`src/sv/mal_pkg.sv`:
```
// ----------------------------------------------------------------------------
// mal_pkg
// Shared constants, codes and types of the MAC allow-list table core.
// ----------------------------------------------------------------------------
package mal_pkg;

  // Table geometry
  localparam int TABLE_ENTRIES = 8;
  localparam int IDX_W         = (TABLE_ENTRIES > 1) ? $clog2(TABLE_ENTRIES) : 1;

  // Field widths
  localparam int MAC_W    = 48;
  localparam int TYPE_W   = 8;
  localparam int OP_W     = 3;
  localparam int STATUS_W = 2;

  // Stream payload widths (fields packed from bit 0, padded to whole bytes)
  localparam int IN_FIELDS_W  = OP_W + MAC_W + TYPE_W;
  localparam int IN_TDATA_W   = ((IN_FIELDS_W + 7) / 8) * 8;
  localparam int OUT_FIELDS_W = STATUS_W + TYPE_W + MAC_W;
  localparam int OUT_TDATA_W  = ((OUT_FIELDS_W + 7) / 8) * 8;

  // Configuration port
  localparam int CFG_ADDR_W = 2;
  localparam int CFG_DATA_W = MAC_W;

  localparam logic [CFG_ADDR_W-1:0] CFG_PRESET_ENABLE = 2'd0;
  localparam logic [CFG_ADDR_W-1:0] CFG_PRESET_MAC    = 2'd1;
  localparam logic [CFG_ADDR_W-1:0] CFG_PRESET_TYPE   = 2'd2;

  // Command opcodes
  typedef enum logic [OP_W-1:0] {
    OP_LOOKUP = 3'd0,
    OP_ADD    = 3'd1,
    OP_REMOVE = 3'd2,
    OP_FIND   = 3'd3,
    OP_CLEAR  = 3'd4
  } op_t;

  // Result status codes
  localparam logic [STATUS_W-1:0] ST_OK        = 2'd0;
  localparam logic [STATUS_W-1:0] ST_NOT_FOUND = 2'd1;
  localparam logic [STATUS_W-1:0] ST_ZERO_MAC  = 2'd2;
  localparam logic [STATUS_W-1:0] ST_FULL      = 2'd3;

  // Sequencer states, one-hot
  typedef enum logic [2:0] {
    S_IDLE = 3'b001,
    S_SCAN = 3'b010,
    S_DONE = 3'b100
  } state_t;

endpackage

```
`src/sv/mac_allow_list_table_core.sv`:
```
// ----------------------------------------------------------------------------
// mac_allow_list_table_core
// Table of approved MAC addresses with device types and a configurable preset
// peer. Lookup, add, remove, find-by-type and clear commands are served by one
// entry comparator that steps through the slots under a small sequencer.
// ----------------------------------------------------------------------------
//
//  Channel  Direction  Handshake         Payload
//  in_      slave      tvalid / tready   tdata: opcode, peer_mac, peer_type
//  out_     master     tvalid / tready   tdata: status, found_type, found_mac
//  cfg_     write      cfg_we            cfg_addr, cfg_wdata
//
//  A command passes through the idle state, where the input transfer happens,
//  the scan state, which steps through every slot with the shared comparator,
//  and the done state, which settles the result and applies the table update;
//  the next input transfer waits until the command is back in the idle state.
//  rst_n is synchronous, active low; it empties the table and clears the preset.
//  A result waiting on out_tready does not block the next input transfer; a
//  second result holds in the finish cycle until the output register frees.
// ----------------------------------------------------------------------------
module mac_allow_list_table_core (
  input  logic                                clk,
  input  logic                                rst_n,
  // Configuration write port
  input  logic                                cfg_we,
  input  logic [mal_pkg::CFG_ADDR_W-1:0]      cfg_addr,
  input  logic [mal_pkg::CFG_DATA_W-1:0]      cfg_wdata,
  // Command stream
  input  logic                                in_tvalid,
  output logic                                in_tready,
  input  logic [mal_pkg::IN_TDATA_W-1:0]      in_tdata,   // [2:0] opcode, [50:3] peer_mac,
                                                          // [58:51] peer_type
  // Result stream
  output logic                                out_tvalid,
  input  logic                                out_tready,
  output logic [mal_pkg::OUT_TDATA_W-1:0]     out_tdata   // [1:0] status, [9:2] found_type,
                                                          // [57:10] found_mac
);

  import mal_pkg::*;

  // Configuration registers
  logic              preset_en_r;
  logic [MAC_W-1:0]  preset_mac_r;
  logic [TYPE_W-1:0] preset_type_r;

  // Table storage
  logic [TABLE_ENTRIES-1:0] entry_valid_r, entry_valid_nxt;
  logic [MAC_W-1:0]         entry_mac_r  [TABLE_ENTRIES];
  logic [TYPE_W-1:0]        entry_type_r [TABLE_ENTRIES];

  // Sequencer and command registers
  state_t            state_r, state_nxt;
  op_t               op_r, op_nxt;
  logic [MAC_W-1:0]  mac_r, mac_nxt;
  logic [TYPE_W-1:0] type_r, type_nxt;
  logic [IDX_W-1:0]  idx_r, idx_nxt;
  logic              hit_r, hit_nxt;
  logic [IDX_W-1:0]  hit_idx_r, hit_idx_nxt;
  logic              free_r, free_nxt;
  logic [IDX_W-1:0]  free_idx_r, free_idx_nxt;
  logic [TYPE_W-1:0] hit_type_r, hit_type_nxt;
  logic [MAC_W-1:0]  hit_mac_r, hit_mac_nxt;

  // Output register
  logic                   out_valid_r, out_valid_nxt;
  logic [OUT_TDATA_W-1:0] out_data_r, out_data_nxt;

  // Table write strobes
  logic              wr_mac_en;
  logic              wr_type_en;
  logic [IDX_W-1:0]  wr_idx;

  // Datapath signals
  logic              preset_active;
  logic              cmp_hit;
  logic              last_slot;
  logic              out_free;
  logic              finish;
  logic [STATUS_W-1:0] res_status;
  logic [TYPE_W-1:0] res_type;
  logic [MAC_W-1:0]  res_mac;

  assign preset_active = preset_en_r && (preset_mac_r != '0);
  assign last_slot     = (idx_r == IDX_W'(TABLE_ENTRIES - 1));
  assign out_free      = !out_valid_r || out_tready;
  assign finish        = (state_r == S_DONE) && out_free;

  // Shared entry comparator: type match for find, address match otherwise
  always_comb begin
    if (op_r == OP_FIND) begin
      cmp_hit = entry_valid_r[idx_r] && (entry_type_r[idx_r] == type_r);
    end else begin
      cmp_hit = entry_valid_r[idx_r] && (entry_mac_r[idx_r] == mac_r);
    end
  end

  // Settle the result of the scanned command
  always_comb begin
    res_status = ST_NOT_FOUND;
    res_type   = '0;
    res_mac    = '0;
    case (op_r)
      OP_LOOKUP: begin
        if (mac_r == '0) begin
          res_status = ST_NOT_FOUND;
        end else if (preset_active && (preset_mac_r == mac_r)) begin
          res_status = ST_OK;
          res_type   = preset_type_r;
        end else if (hit_r) begin
          res_status = ST_OK;
          res_type   = hit_type_r;
        end
      end
      OP_ADD: begin
        if (mac_r == '0) begin
          res_status = ST_ZERO_MAC;
        end else if (hit_r || free_r) begin
          res_status = ST_OK;
        end else begin
          res_status = ST_FULL;
        end
      end
      OP_REMOVE: begin
        if (hit_r) begin
          res_status = ST_OK;
        end
      end
      OP_FIND: begin
        if (preset_active && (preset_type_r == type_r)) begin
          res_status = ST_OK;
          res_mac    = preset_mac_r;
        end else if (hit_r) begin
          res_status = ST_OK;
          res_mac    = hit_mac_r;
        end
      end
      OP_CLEAR: begin
        res_status = ST_OK;
      end
      default: begin
        res_status = ST_NOT_FOUND;
      end
    endcase
  end

  // Sequencer next state
  always_comb begin
    state_nxt       = state_r;
    op_nxt          = op_r;
    mac_nxt         = mac_r;
    type_nxt        = type_r;
    idx_nxt         = idx_r;
    hit_nxt         = hit_r;
    hit_idx_nxt     = hit_idx_r;
    free_nxt        = free_r;
    free_idx_nxt    = free_idx_r;
    hit_type_nxt    = hit_type_r;
    hit_mac_nxt     = hit_mac_r;
    entry_valid_nxt = entry_valid_r;
    out_valid_nxt   = out_valid_r;
    out_data_nxt    = out_data_r;
    wr_mac_en       = 1'b0;
    wr_type_en      = 1'b0;
    wr_idx          = hit_idx_r;

    // Drop the result once transferred
    if (out_valid_r && out_tready) begin
      out_valid_nxt = 1'b0;
    end

    case (state_r)
      S_IDLE: begin
        if (in_tvalid) begin
          op_nxt    = op_t'(in_tdata[OP_W-1:0]);
          mac_nxt   = in_tdata[OP_W +: MAC_W];
          type_nxt  = in_tdata[OP_W+MAC_W +: TYPE_W];
          idx_nxt   = '0;
          hit_nxt   = 1'b0;
          free_nxt  = 1'b0;
          state_nxt = S_SCAN;
        end
      end
      S_SCAN: begin
        // Keep the first matching slot and the first free slot
        if (cmp_hit && !hit_r) begin
          hit_nxt      = 1'b1;
          hit_idx_nxt  = idx_r;
          hit_type_nxt = entry_type_r[idx_r];
          hit_mac_nxt  = entry_mac_r[idx_r];
        end
        if (!entry_valid_r[idx_r] && !free_r) begin
          free_nxt     = 1'b1;
          free_idx_nxt = idx_r;
        end
        if (last_slot) begin
          state_nxt = S_DONE;
        end else begin
          idx_nxt = idx_r + 1'b1;
        end
      end
      S_DONE: begin
        if (out_free) begin
          out_valid_nxt = 1'b1;
          out_data_nxt  = {(OUT_TDATA_W - OUT_FIELDS_W)'(0), res_mac, res_type, res_status};
          state_nxt     = S_IDLE;
          // Apply the table update
          case (op_r)
            OP_ADD: begin
              if (mac_r != '0) begin
                if (hit_r) begin
                  wr_type_en = 1'b1;
                  wr_idx     = hit_idx_r;
                end else if (free_r) begin
                  wr_type_en = 1'b1;
                  wr_mac_en  = 1'b1;
                  wr_idx     = free_idx_r;
                  entry_valid_nxt[free_idx_r] = 1'b1;
                end
              end
            end
            OP_REMOVE: begin
              if (hit_r) begin
                entry_valid_nxt[hit_idx_r] = 1'b0;
              end
            end
            OP_CLEAR: begin
              entry_valid_nxt = '0;
            end
            default: begin
              entry_valid_nxt = entry_valid_r;
            end
          endcase
        end
      end
      default: begin
        state_nxt = S_IDLE;
      end
    endcase
  end

  assign in_tready  = (state_r == S_IDLE);
  assign out_tvalid = out_valid_r;
  assign out_tdata  = out_data_r;

  // Control registers
  always_ff @(posedge clk) begin
    if (!rst_n) begin
      state_r       <= S_IDLE;
      entry_valid_r <= '0;
      out_valid_r   <= 1'b0;
      preset_en_r   <= 1'b0;
      preset_mac_r  <= '0;
      preset_type_r <= '0;
    end else begin
      state_r       <= state_nxt;
      entry_valid_r <= entry_valid_nxt;
      out_valid_r   <= out_valid_nxt;
      if (cfg_we) begin
        case (cfg_addr)
          CFG_PRESET_ENABLE: preset_en_r   <= cfg_wdata[0];
          CFG_PRESET_MAC:    preset_mac_r  <= cfg_wdata[MAC_W-1:0];
          CFG_PRESET_TYPE:   preset_type_r <= cfg_wdata[TYPE_W-1:0];
          default: begin
            preset_en_r <= preset_en_r;
          end
        endcase
      end
    end
  end

  // Payload registers
  always_ff @(posedge clk) begin
    op_r       <= op_nxt;
    mac_r      <= mac_nxt;
    type_r     <= type_nxt;
    idx_r      <= idx_nxt;
    hit_r      <= hit_nxt;
    hit_idx_r  <= hit_idx_nxt;
    free_r     <= free_nxt;
    free_idx_r <= free_idx_nxt;
    hit_type_r <= hit_type_nxt;
    hit_mac_r  <= hit_mac_nxt;
    out_data_r <= out_data_nxt;
  end

  // Table entry storage
  always_ff @(posedge clk) begin
    if (wr_mac_en) begin
      entry_mac_r[wr_idx] <= mac_r;
    end
    if (wr_type_en) begin
      entry_type_r[wr_idx] <= type_r;
    end
  end

  // Checks
  a_accept_starts_scan: assert property (@(posedge clk) disable iff (!rst_n)
    (in_tvalid && in_tready) |=> (state_r == S_SCAN) && (idx_r == '0))
    else $error("scan did not start at slot zero after a transfer");

  a_hit_slot_valid: assert property (@(posedge clk) disable iff (!rst_n)
    ((state_r == S_SCAN || state_r == S_DONE) && hit_r) |-> entry_valid_r[hit_idx_r])
    else $error("recorded match points at an invalid slot");

  a_full_means_all_valid: assert property (@(posedge clk) disable iff (!rst_n)
    (finish && (res_status == ST_FULL)) |-> (&entry_valid_r))
    else $error("table full reported with a free slot");

  a_clear_empties: assert property (@(posedge clk) disable iff (!rst_n)
    (finish && (op_r == OP_CLEAR)) |=> (entry_valid_r == '0))
    else $error("clear left valid slots");

endmodule
```
`config.mk`:
```
export PLATFORM = sky130hd
export DESIGN_NAME = mac_allow_list_table_core
export DESIGN_NICKNAME = d
export VERILOG_FILES = /design/src/sv/mal_pkg.sv /design/src/sv/mac_allow_list_table_core.sv
export SDC_FILE = /design/constraint.sdc
export NUM_CORES = 1
export LEC_CHECK = 0
export BUFFER_PORTS_ARGS = -buffer_cell sky130_fd_sc_hd__buf_2
export CORE_MARGIN = 5
export CORE_UTILIZATION = 26
export DETAILED_ROUTE_END_ITERATION = 10
export GPL_ROUTABILITY_DRIVEN = 1
export GPL_TIMING_DRIVEN = 0
export SKIP_CTS_REPAIR_TIMING = 1
export SYNTH_ARGS = -nofsm -noshare
export SYNTH_HDL_FRONTEND = slang
export SYNTH_SLANG_ARGS = --single-unit
```
`constraint.sdc`:
```
create_clock -name clk -period 7.9 [get_ports clk]
set_clock_uncertainty 0.1 [all_clocks]
set_input_delay 0.395 -clock clk [delete_from_list [all_inputs] [get_ports clk]]
set_output_delay 0.395 -clock clk [all_outputs]
set_load 0.01 [all_outputs]
```
---- After elaboration in Yosys (flattened, before gate mapping) ----
Memory sizes are Yosys's and may differ from the RTL's. A register that Yosys moved wholly into a read port is not among the register bits.
Index checks and enable logic that the tools add are counted.
word-level totals
  input port bits ......................... 119
  memory bits (writable) .................. 448
  memories ................................ 2
  output and inout bits ................... 66
  flip-flop bits (word level) ............. 253
memories
  memory        depth  width  read ports  clocked after memory_dff  wr ports  RTL line                         text
  entry_mac_r   8      48     1           1                         1         mac_allow_list_table_core.sv:49  logic [MAC_W-1:0] entry_mac_r [TABLE_ENTRIES];
  entry_type_r  8      8      1           1                         1         mac_allow_list_table_core.sv:50  logic [TYPE_W-1:0] entry_type_r [TABLE_ENTRIES];
operators by class
  reductions and logical operators ........ 36
  $add $sub $neg .......................... 1
  magnitude comparators ................... 5
  equal/unequal tests ..................... 24
  mux-type cells .......................... 61
  bitwise gates (word level) .............. 4
operator list
  kind                                                count
  == test 48 bit                                      2
  2-to-1 mux 48 bit                                   2
  nonzero test 48 bit                                 2
  zero test 48 bit                                    1
  2-to-1 mux 8 bit                                    6
  2-to-1 mux 3 bit                                    13
  2-to-1 mux 1 bit                                    29
  one-hot mux 8 bit (3 select lines)                  1
  inequality test 2 bit, second input constant        10
  == test 8 bit                                       2
  AND reduction 2 bit                                 7
  < comparator 3 x 4 -> 1 bit, second input constant  3
  AND reduction 3 bit                                 4
  logical AND 1 bit                                   10
  one-hot mux 2 bit (5 select lines)                  1
  == test 3 x 2 -> 1 bit, second input constant       3
  == test 3 bit, second input constant                3
  one-hot mux 3 bit (3 select lines)                  1
  AND 8 bit                                           1
  NOT 8 bit                                           1
  bitwise OR 8 bit                                    1
  AND reduction 7 bit                                 1
  demux 1 bit (select 3 bit)                          2
  == test 3 x 1 -> 1 bit, second input constant       2
  16 further kinds                                    23

---- Logic depth before layout (Yosys ltp) ----
Gate-level depths: netlist of run 1.
  word-level depth ........................ 9
  gate-level depth with buffers ........... 11
  mapped depth without buffers ............ 7

---- Least setup slack after synthesis of run 1 ----
No wires, ideal clock.
  kind .................................... reg2reg
  start point ............................. register state_r[2]
  end point ............................... memory entry_mac_r[4][0] (enable)
  cell stages (with the launch flop) ...... 7
  path slack .............................. -780 ps
  clock period less this slack ............ 8680 ps
  data arrival time ....................... 8057 ps
  setup time .............................. 523 ps
  cells stage by stage .................... dfxtp_1 > nor3b_1 > nor2b_1 > nor4b_2 > clkbuf_1 > mux2i_1 > nor3b_1
between the ends
  longest elaborated chain between the ends .. 4
  elaborated cells on any way between the ends .. 5
ends and longest elaborated chain
  item                                    RTL line                          text
  from (decl)                             mac_allow_list_table_core.sv:53   state_t state_r, state_nxt;
  from (signal assigned)                  mac_allow_list_table_core.sv:256  state_r <= state_nxt;
  == test 3 bit *                         mac_allow_list_table_core.sv:172  case (state_r)
  2-to-1 mux 1 bit                        mac_allow_list_table_core.sv:172
  2-to-1 mux 1 bit                        mac_allow_list_table_core.sv:289  if (wr_mac_en) begin
  2-to-1 mux 1 bit (not written as such)  mac_allow_list_table_core.sv:290  entry_mac_r[wr_idx] <= mac_r;
  to (decl)                               mac_allow_list_table_core.sv:49
Every way passes the cells marked *; elsewhere a longest branch is shown, timed or not.

==> results_dict.tcl, run 1 <==
set metrics [dict create \
    status "complete, but fails checks" \
    failed_checks "hold timing" \
    fp-row-count 121 \
    critPathMaxFanout 26 \
    regArea_mm2 0.0204 \
    cts_tree "yes" \
    htree_levels 3 \
    vias_per_cell 4.89 \
    synth_cells 1791 \
    fill_cells 10600 \
    worstPathRequired_ns 8.13 \
    worst_slew_pin_slew_ns 1.31 \
    grt_pass1_wl_um 127000 \
    path_class "reg -> reg" \
    syn_avg_cell_area_um2 15.8 \
    hpwlAfterDp_um 66800 \
    holdWs_ns -0.0179 \
    maxSlewViolCount 0 \
    setup_viol 0 \
    drtAntennaViolNets 0 \
    initial_utilization_pct 26.1 \
    maxCapViolations 0 \
    grt_overflow 0 \
    drt_pass1_iterations 5 \
    setup-tns-final_ns 0 \
    slowest_stage "clkbuf_1" \
    cts_root_buffer "clkbuf_16" \
    netlist_area_mm2 0.0283 \
    final_cell_mix "edfxtp_1, buf_2, nand2_1" \
    async_flop_share_pct 0 \
    powerDensity_mw_per_mm2 244 \
    placed_area_mm2 0.0315 \
    p_leak_nw 11.3 \
    grtUsageTotal_pct 15.3 \
    cp-end-kind "register" \
    post-route-drc-count 0 \
    peakVddDrop_mv 0.159 \
    yosys_most_used_dff "edfxtp_1" \
    post_drt_wl_per_cell_um 25.2 \
    layout-drive-gt1-share_pct 22.9 \
    wl_um 91700 \
    final_nets 2279 \
    clock.fmax_mhz 179 \
    worstPathCellList "buf_4 -> buf_2 -> nand2b_1 -> clkbuf_1 -> o22ai_1 -> o21ai_0 -> nand4_1 -> nor4_1 -> nand4_1 -> o21ai_4 -> buf_12 -> buf_12" \
    fp.dieW_um 340 \
    hold_start "cfg_wdata[2]" \
    numCtsBuffers 75 \
    grt_pass1_vias 16800 \
    final_common_cell "edfxtp_1" \
    critPathMaxStageDelay_ns 0.85 \
    dr_wl_met2_um 40600 \
    rsz0062_at_grt "false" \
    ys_seq_area_share_pct 72.2 \
    grt_start_max_net_pins 47 \
    num_vias 17800 \
    drt_iter0_drc 1976 \
    final_hold_viol_count 4 \
    start_kind "register" \
    clock-sinks 704 \
    clk_path_buf_depth 3 \
    yosysWarnings 0 \
    gp_congestion 0.930 \
    clk_pin_slew_worst_paths_ns 0.06 \
    synth-seq-cells 704 \
    critPathArrivalTime_ns 5.82 \
    dieHeight_um 340 \
    die_area_mm2 0.116 \
    synth_cell_types 59 \
    clock_latency_ns 0.64 \
    core_area_mm2 0.109 \
    relSlewSlack_pct 12.2 \
    hold_class "in -> reg" \
    synth-edff-count 632 \
    fin_crit_sh_pct 70.7 \
    met3WireLength_um 10300 \
    drt-met1-wl_um 38000 \
    route.top_layer_used "met5" \
    synthToLayoutAreaGrowth_pct 23.1 \
    io_buffers 172 \
    ios 185 \
    multi_input_area_mm2 0.00754 \
    design_area_mm2 0.0348 \
    period_minus_slack_ns 5.59 \
    antenna_found_initial 9 \
]
[power by group]
part	internal, mW	leakage, nW	switching (mW)	total, mW
Combinational	0.311	3.85	0.448	0.759
Sequential	4.13	6.24	0.124	4.25
Clock	2.00	1.17	1.47	3.47
[per-stage QoR]
| stage | cells | setup slack (ns) | hold slack, ns | power (mW) | utilization (%) |
|---|---|---|---|---|---|
| after floorplan | 1796 | 0.898 | 0.345 | 4.72 | - |
| after CTS | 3541 | 2.39 | -0.196 | 8.50 | 31.2 |
| final | 3634 | 2.31 | -0.0179 | 8.48 | 32.1 |
| after global routing | 3630 | 2.12 | 0.000409 | 8.75 | 32.1 |
| after global placement | 3382 | -3.97 | 0.358 | 5.04 | 28.5 |
| after detailed placement | 3406 | 2.34 | 0.363 | 5.05 | 29.0 |
[metal layers]
| layer | GRT usage (%) | up-vias |
|---|---|---|
| li1 | - | 7647 |
| met1 | 20.8 | 9031 |
| met2 | 23.1 | 958 |
| met3 | 5.24 | 145 |
| met4 | 4.74 | 4 |
| met5 | 0 | - |
[cells in the mapped netlist, drive strengths merged (3+ instances only)]
master / instances / share of area, %
o22a: 4 / 0.12
o21a: 3 / 0.080
buf: 44 / 0.81
nor2: 43 / 0.57
a22oi: 4 / 0.11
inv: 9 / 0.12
o21ai: 35 / 0.62
mux2: 96 / 3.8
nand2b: 10 / 0.22
nand4: 21 / 0.46
and2: 7 / 0.15
a22o: 3 / 0.093
xor2: 68 / 2.1
edfxtp: 632 / 67
a21boi: 55 / 1.5
a31oi: 3 / 0.066
xnor2: 22 / 0.68
nand3b: 13 / 0.34
mux4: 59 / 4.7
dfxtp: 72 / 5.1
mux2i: 52 / 1.8
nand4b: 6 / 0.19
nor3b: 8 / 0.21
or2: 4 / 0.088
or3: 15 / 0.33
and3: 4 / 0.088
nand3: 55 / 0.97
clkbuf: 47 / 0.62
o22ai: 37 / 0.82
nor3: 11 / 0.19
nor4: 45 / 1.0
a21oi: 66 / 1.2
nor2b: 19 / 0.42
nand2: 194 / 2.6
[sequential cells by signal (all words and copies together), names as in the netlist, 8 cells and up, named ones only]
name,flops
entry_mac_r,384
entry_type_r,64
out_tdata,58
hit_mac_r,48
mac_r,48
preset_mac_r,48
entry_valid_r,8
hit_type_r,8
preset_type_r,8
type_r,8
[path summary, 6_finish.rpt]
path                                   end  slack, ns  depth (start not counted)
max                hit_mac_r[18]$_DFFE_PP_       2.31                         12
min reg2reg  entry_valid_r[4]$_SDFFE_PN0P_       0.37                          2
max reg2reg        hit_mac_r[18]$_DFFE_PP_       2.31                         12
min           preset_mac_r[2]$_SDFFE_PN0P_      -0.02                          3
[layout make-up]
cell class	instances	area share, %
Sequential cell	704	58.6
Tap cell	1414	5.08
Multi-Input combinational cell	991	21.7
Inverter	10	0.115
Antenna cell	4	0.0287
Clock inverter	31	1.03
Buffer	91	1.17
Clock buffer	104	5.88
Timing Repair Buffer	285	6.39
[cells by family (layout without fill, tap and decap cells)]
| kind of cell | count (synthesis) | after routing | share of synthesized area, % |
|---|---|---|---|
| compound gates | 223 | 223 | 4.93 |
| xor+xnor | 90 | 90 | 2.79 |
| fa+ha+maj | 2 | 2 | 0.0884 |
| buf+inv | 101 | 521 | 1.57 |
| flops | 704 | 704 | 72.2 |
| mux | 207 | 207 | 10.4 |
| other cells | 1 | 10 | 0.0133 |
| simple gates | 463 | 463 | 8.09 |
[worst max-delay path, delay by kind of cell, from the launching register on]
kind,cells,cell delay [ns]
buffers and inverters,5,2.09
AOI/OAI and AO/OA,3,1.26
and+or+nand+nor,4,1.48
DFF,1,0.31
Power figures use the tool's default switching activity.
==> inputs of run 2 (changes only) <==
==> constraint.sdc (replaced) <==
create_clock -name clk -period 5 [get_ports clk]
set_clock_uncertainty 0.1 [all_clocks]
set_input_delay 0.25 -clock clk [delete_from_list [all_inputs] [get_ports clk]]
set_output_delay 0.25 -clock clk [all_outputs]
set_load 0.01 [all_outputs]
==> run 2 against run 1 <==
The flow now finishes without violations. Sequential power increased by 58%. Utilization increased by 0.37 points. Worst hold slack improved by 0.018 ns. Non-clock buffer count increased by 27. Fmax increased by 15%. Largest cell class unchanged.
==> results_dict.tcl, run 2 (synthesis results as in run 1) <==
set metrics [dict create \
    final_common_cell "edfxtp_1" \
    critPathMaxFanout 22 \
    grt_pass1_vias 17000 \
    io_buffers 172 \
    fp.dieW_um 340 \
    setup_viol 0 \
    fin_crit_sh_pct 96.8 \
    powerDensity_mw_per_mm2 385 \
    relSlewSlack_pct 25.1 \
    fill_cells 10400 \
    gp_congestion 0.941 \
    ios 185 \
    clk_path_buf_depth 3 \
    initial_utilization_pct 26.1 \
    clock.fmax_mhz 207 \
    drt_iter0_drc 2349 \
    grt_pass1_wl_um 127000 \
    top_register "entry_mac_r" \
    clock-sinks 704 \
    numCtsBuffers 77 \
    layout-drive-gt1-share_pct 23.3 \
    cts_tree "yes" \
    core_area_mm2 0.109 \
    cp-end-kind "register" \
    path_class "reg -> reg" \
    worst_slew_pin_slew_ns 1.12 \
    cts_root_buffer "clkbuf_16" \
    wl_um 91600 \
    period_minus_slack_ns 4.84 \
    worstPathRequired_ns 5.20 \
    rsz0062_at_grt "false" \
    finalCoreUtilization_pct 32.4 \
    fin_ws_ns 0.160 \
    peakVddDrop_mv 0.264 \
    dp.cells 3407 \
    clk_pin_slew_worst_paths_ns 0.06 \
    hpwlAfterDp_um 66200 \
    start_kind "register" \
    synthToLayoutAreaGrowth_pct 24.5 \
    worstPathCellList "buf_1 -> buf_2 -> buf_2 -> mux4_2 -> xor2_1 -> nand4b_1 -> nor4_1 -> nand4b_1 -> o21ai_4 -> buf_12" \
    fp-row-count 121 \
    grtUsageTotal_pct 15.3 \
    num_vias 17800 \
    critPathMaxStageDelay_ns 0.81 \
    dieHeight_um 340 \
    grt_overflow 0 \
    largest_reg_flops 384 \
    die_area_mm2 0.116 \
    htree_levels 3 \
    critPathArrivalTime_ns 5.04 \
    post_drt_wl_per_cell_um 25.0 \
    drt_pass1_iterations 7 \
    placed_area_mm2 0.0316 \
    drtAntennaViolNets 0 \
    place_ws_ns -0.333 \
    clock_latency_ns 0.64 \
    vias_per_cell 4.86 \
    grt_start_max_net_pins 39 \
    status "finished clean" \
    maxCapViolations 0 \
    final_cell_count_no_fill 3662 \
    hold_class "in -> reg" \
    design_area_mm2 0.0352 \
    final_cell_mix "edfxtp_1, buf_2, nand2_1" \
    p_leak_nw 11.5 \
    final_hold_viol_count 0 \
    final_nets 2308 \
    post-route-drc-count 0 \
    slowest_stage "buf_1" \
    maxSlewViolCount 0 \
    antenna_found_initial 8 \
]
run 2: changes by cell type in the layout (fill, tap and decap cells not counted), sizes merged:
cell,previous run,this run
dlygate4sd3,89,111
clkinv,20,30
bufinv,5,4
buf,240,245
diode,4,1
clkbuf,151,147
inv,14,13
run 2: worst max-delay path, delay by kind of cell, from the launching register on:
family	cells	cell delay (ns)
and+or+nand+nor	3	1.00
AOI/OAI and AO/OA	1	0.44
buffers and inverters	4	1.93
xor gates and xnor gates	1	0.16
muxes	1	0.46
DFF	1	0.40
run 2: through the flow:
| stage | hold slack, ns | TNS [ns] | power [mW] |
|---|---|---|---|
| 4_1_cts | -0.346 | -16.30 | 13.6 |
| 3_5_place_dp | 0.329 | -15.45 | 7.98 |
| 5_1_grt | 0.0100 | 0 | 14.0 |
| 2_1_floorplan | 0.249 | 0 | 7.45 |
| 3_3_place_gp | 0.328 | -787.31 | 7.97 |
| 6_report | 0.0000628 | 0 | 13.6 |
run 2: area by class of cell:
type / count / area (µm²) / share of cell area, %
sequential: 704 / 20400 / 58.0
multi-input combinational: 991 / 7540 / 21.4
timing repair buffer: 312 / 2530 / 7.19
clock buffer: 100 / 2160 / 6.13
tap: 1414 / 1770 / 5.02
buffer: 91 / 408 / 1.16
clock inverter: 39 / 345 / 0.981
inverter: 10 / 40.0 / 0.114
antenna: 1 / 2.50 / 0.00711
run 2: worst paths after layout:
path	start	to	slack [ns]	depth (start not counted)
setup / recovery	register	hit_mac_r[28]$_DFFE_PP_	0.16	10
hold / removal	rst_n	preset_mac_r[45]$_SDFFE_PN0P_	0.00006	2
setup reg to reg	register	hit_mac_r[28]$_DFFE_PP_	0.16	10
hold reg to reg	entry_valid_r[6]$_SDFFE_PN0P_	entry_valid_r[6]$_SDFFE_PN0P_	0.37	2
run 2: routing by layer:
metal  track usage, %  part of all wire (%)  up-vias
met2             23.2                    44      951
met1             21.3                    42     8978
li1                 -                     -     7693
met3             4.31                    11      158
met4             4.79                   3.3        4
met5                0                 0.027        -
run 2: power by group:
| group | leakage (nW) | total, mW | internal [mW] | switching [mW] |
|---|---|---|---|---|
| clock | 1.23 | 5.62 | 3.27 | 2.35 |
| combinational | 3.99 | 1.22 | 0.502 | 0.719 |
| sequential | 6.24 | 6.72 | 6.53 | 0.196 |
| total | 11.5 | 13.6 | 10.3 | 3.26 |
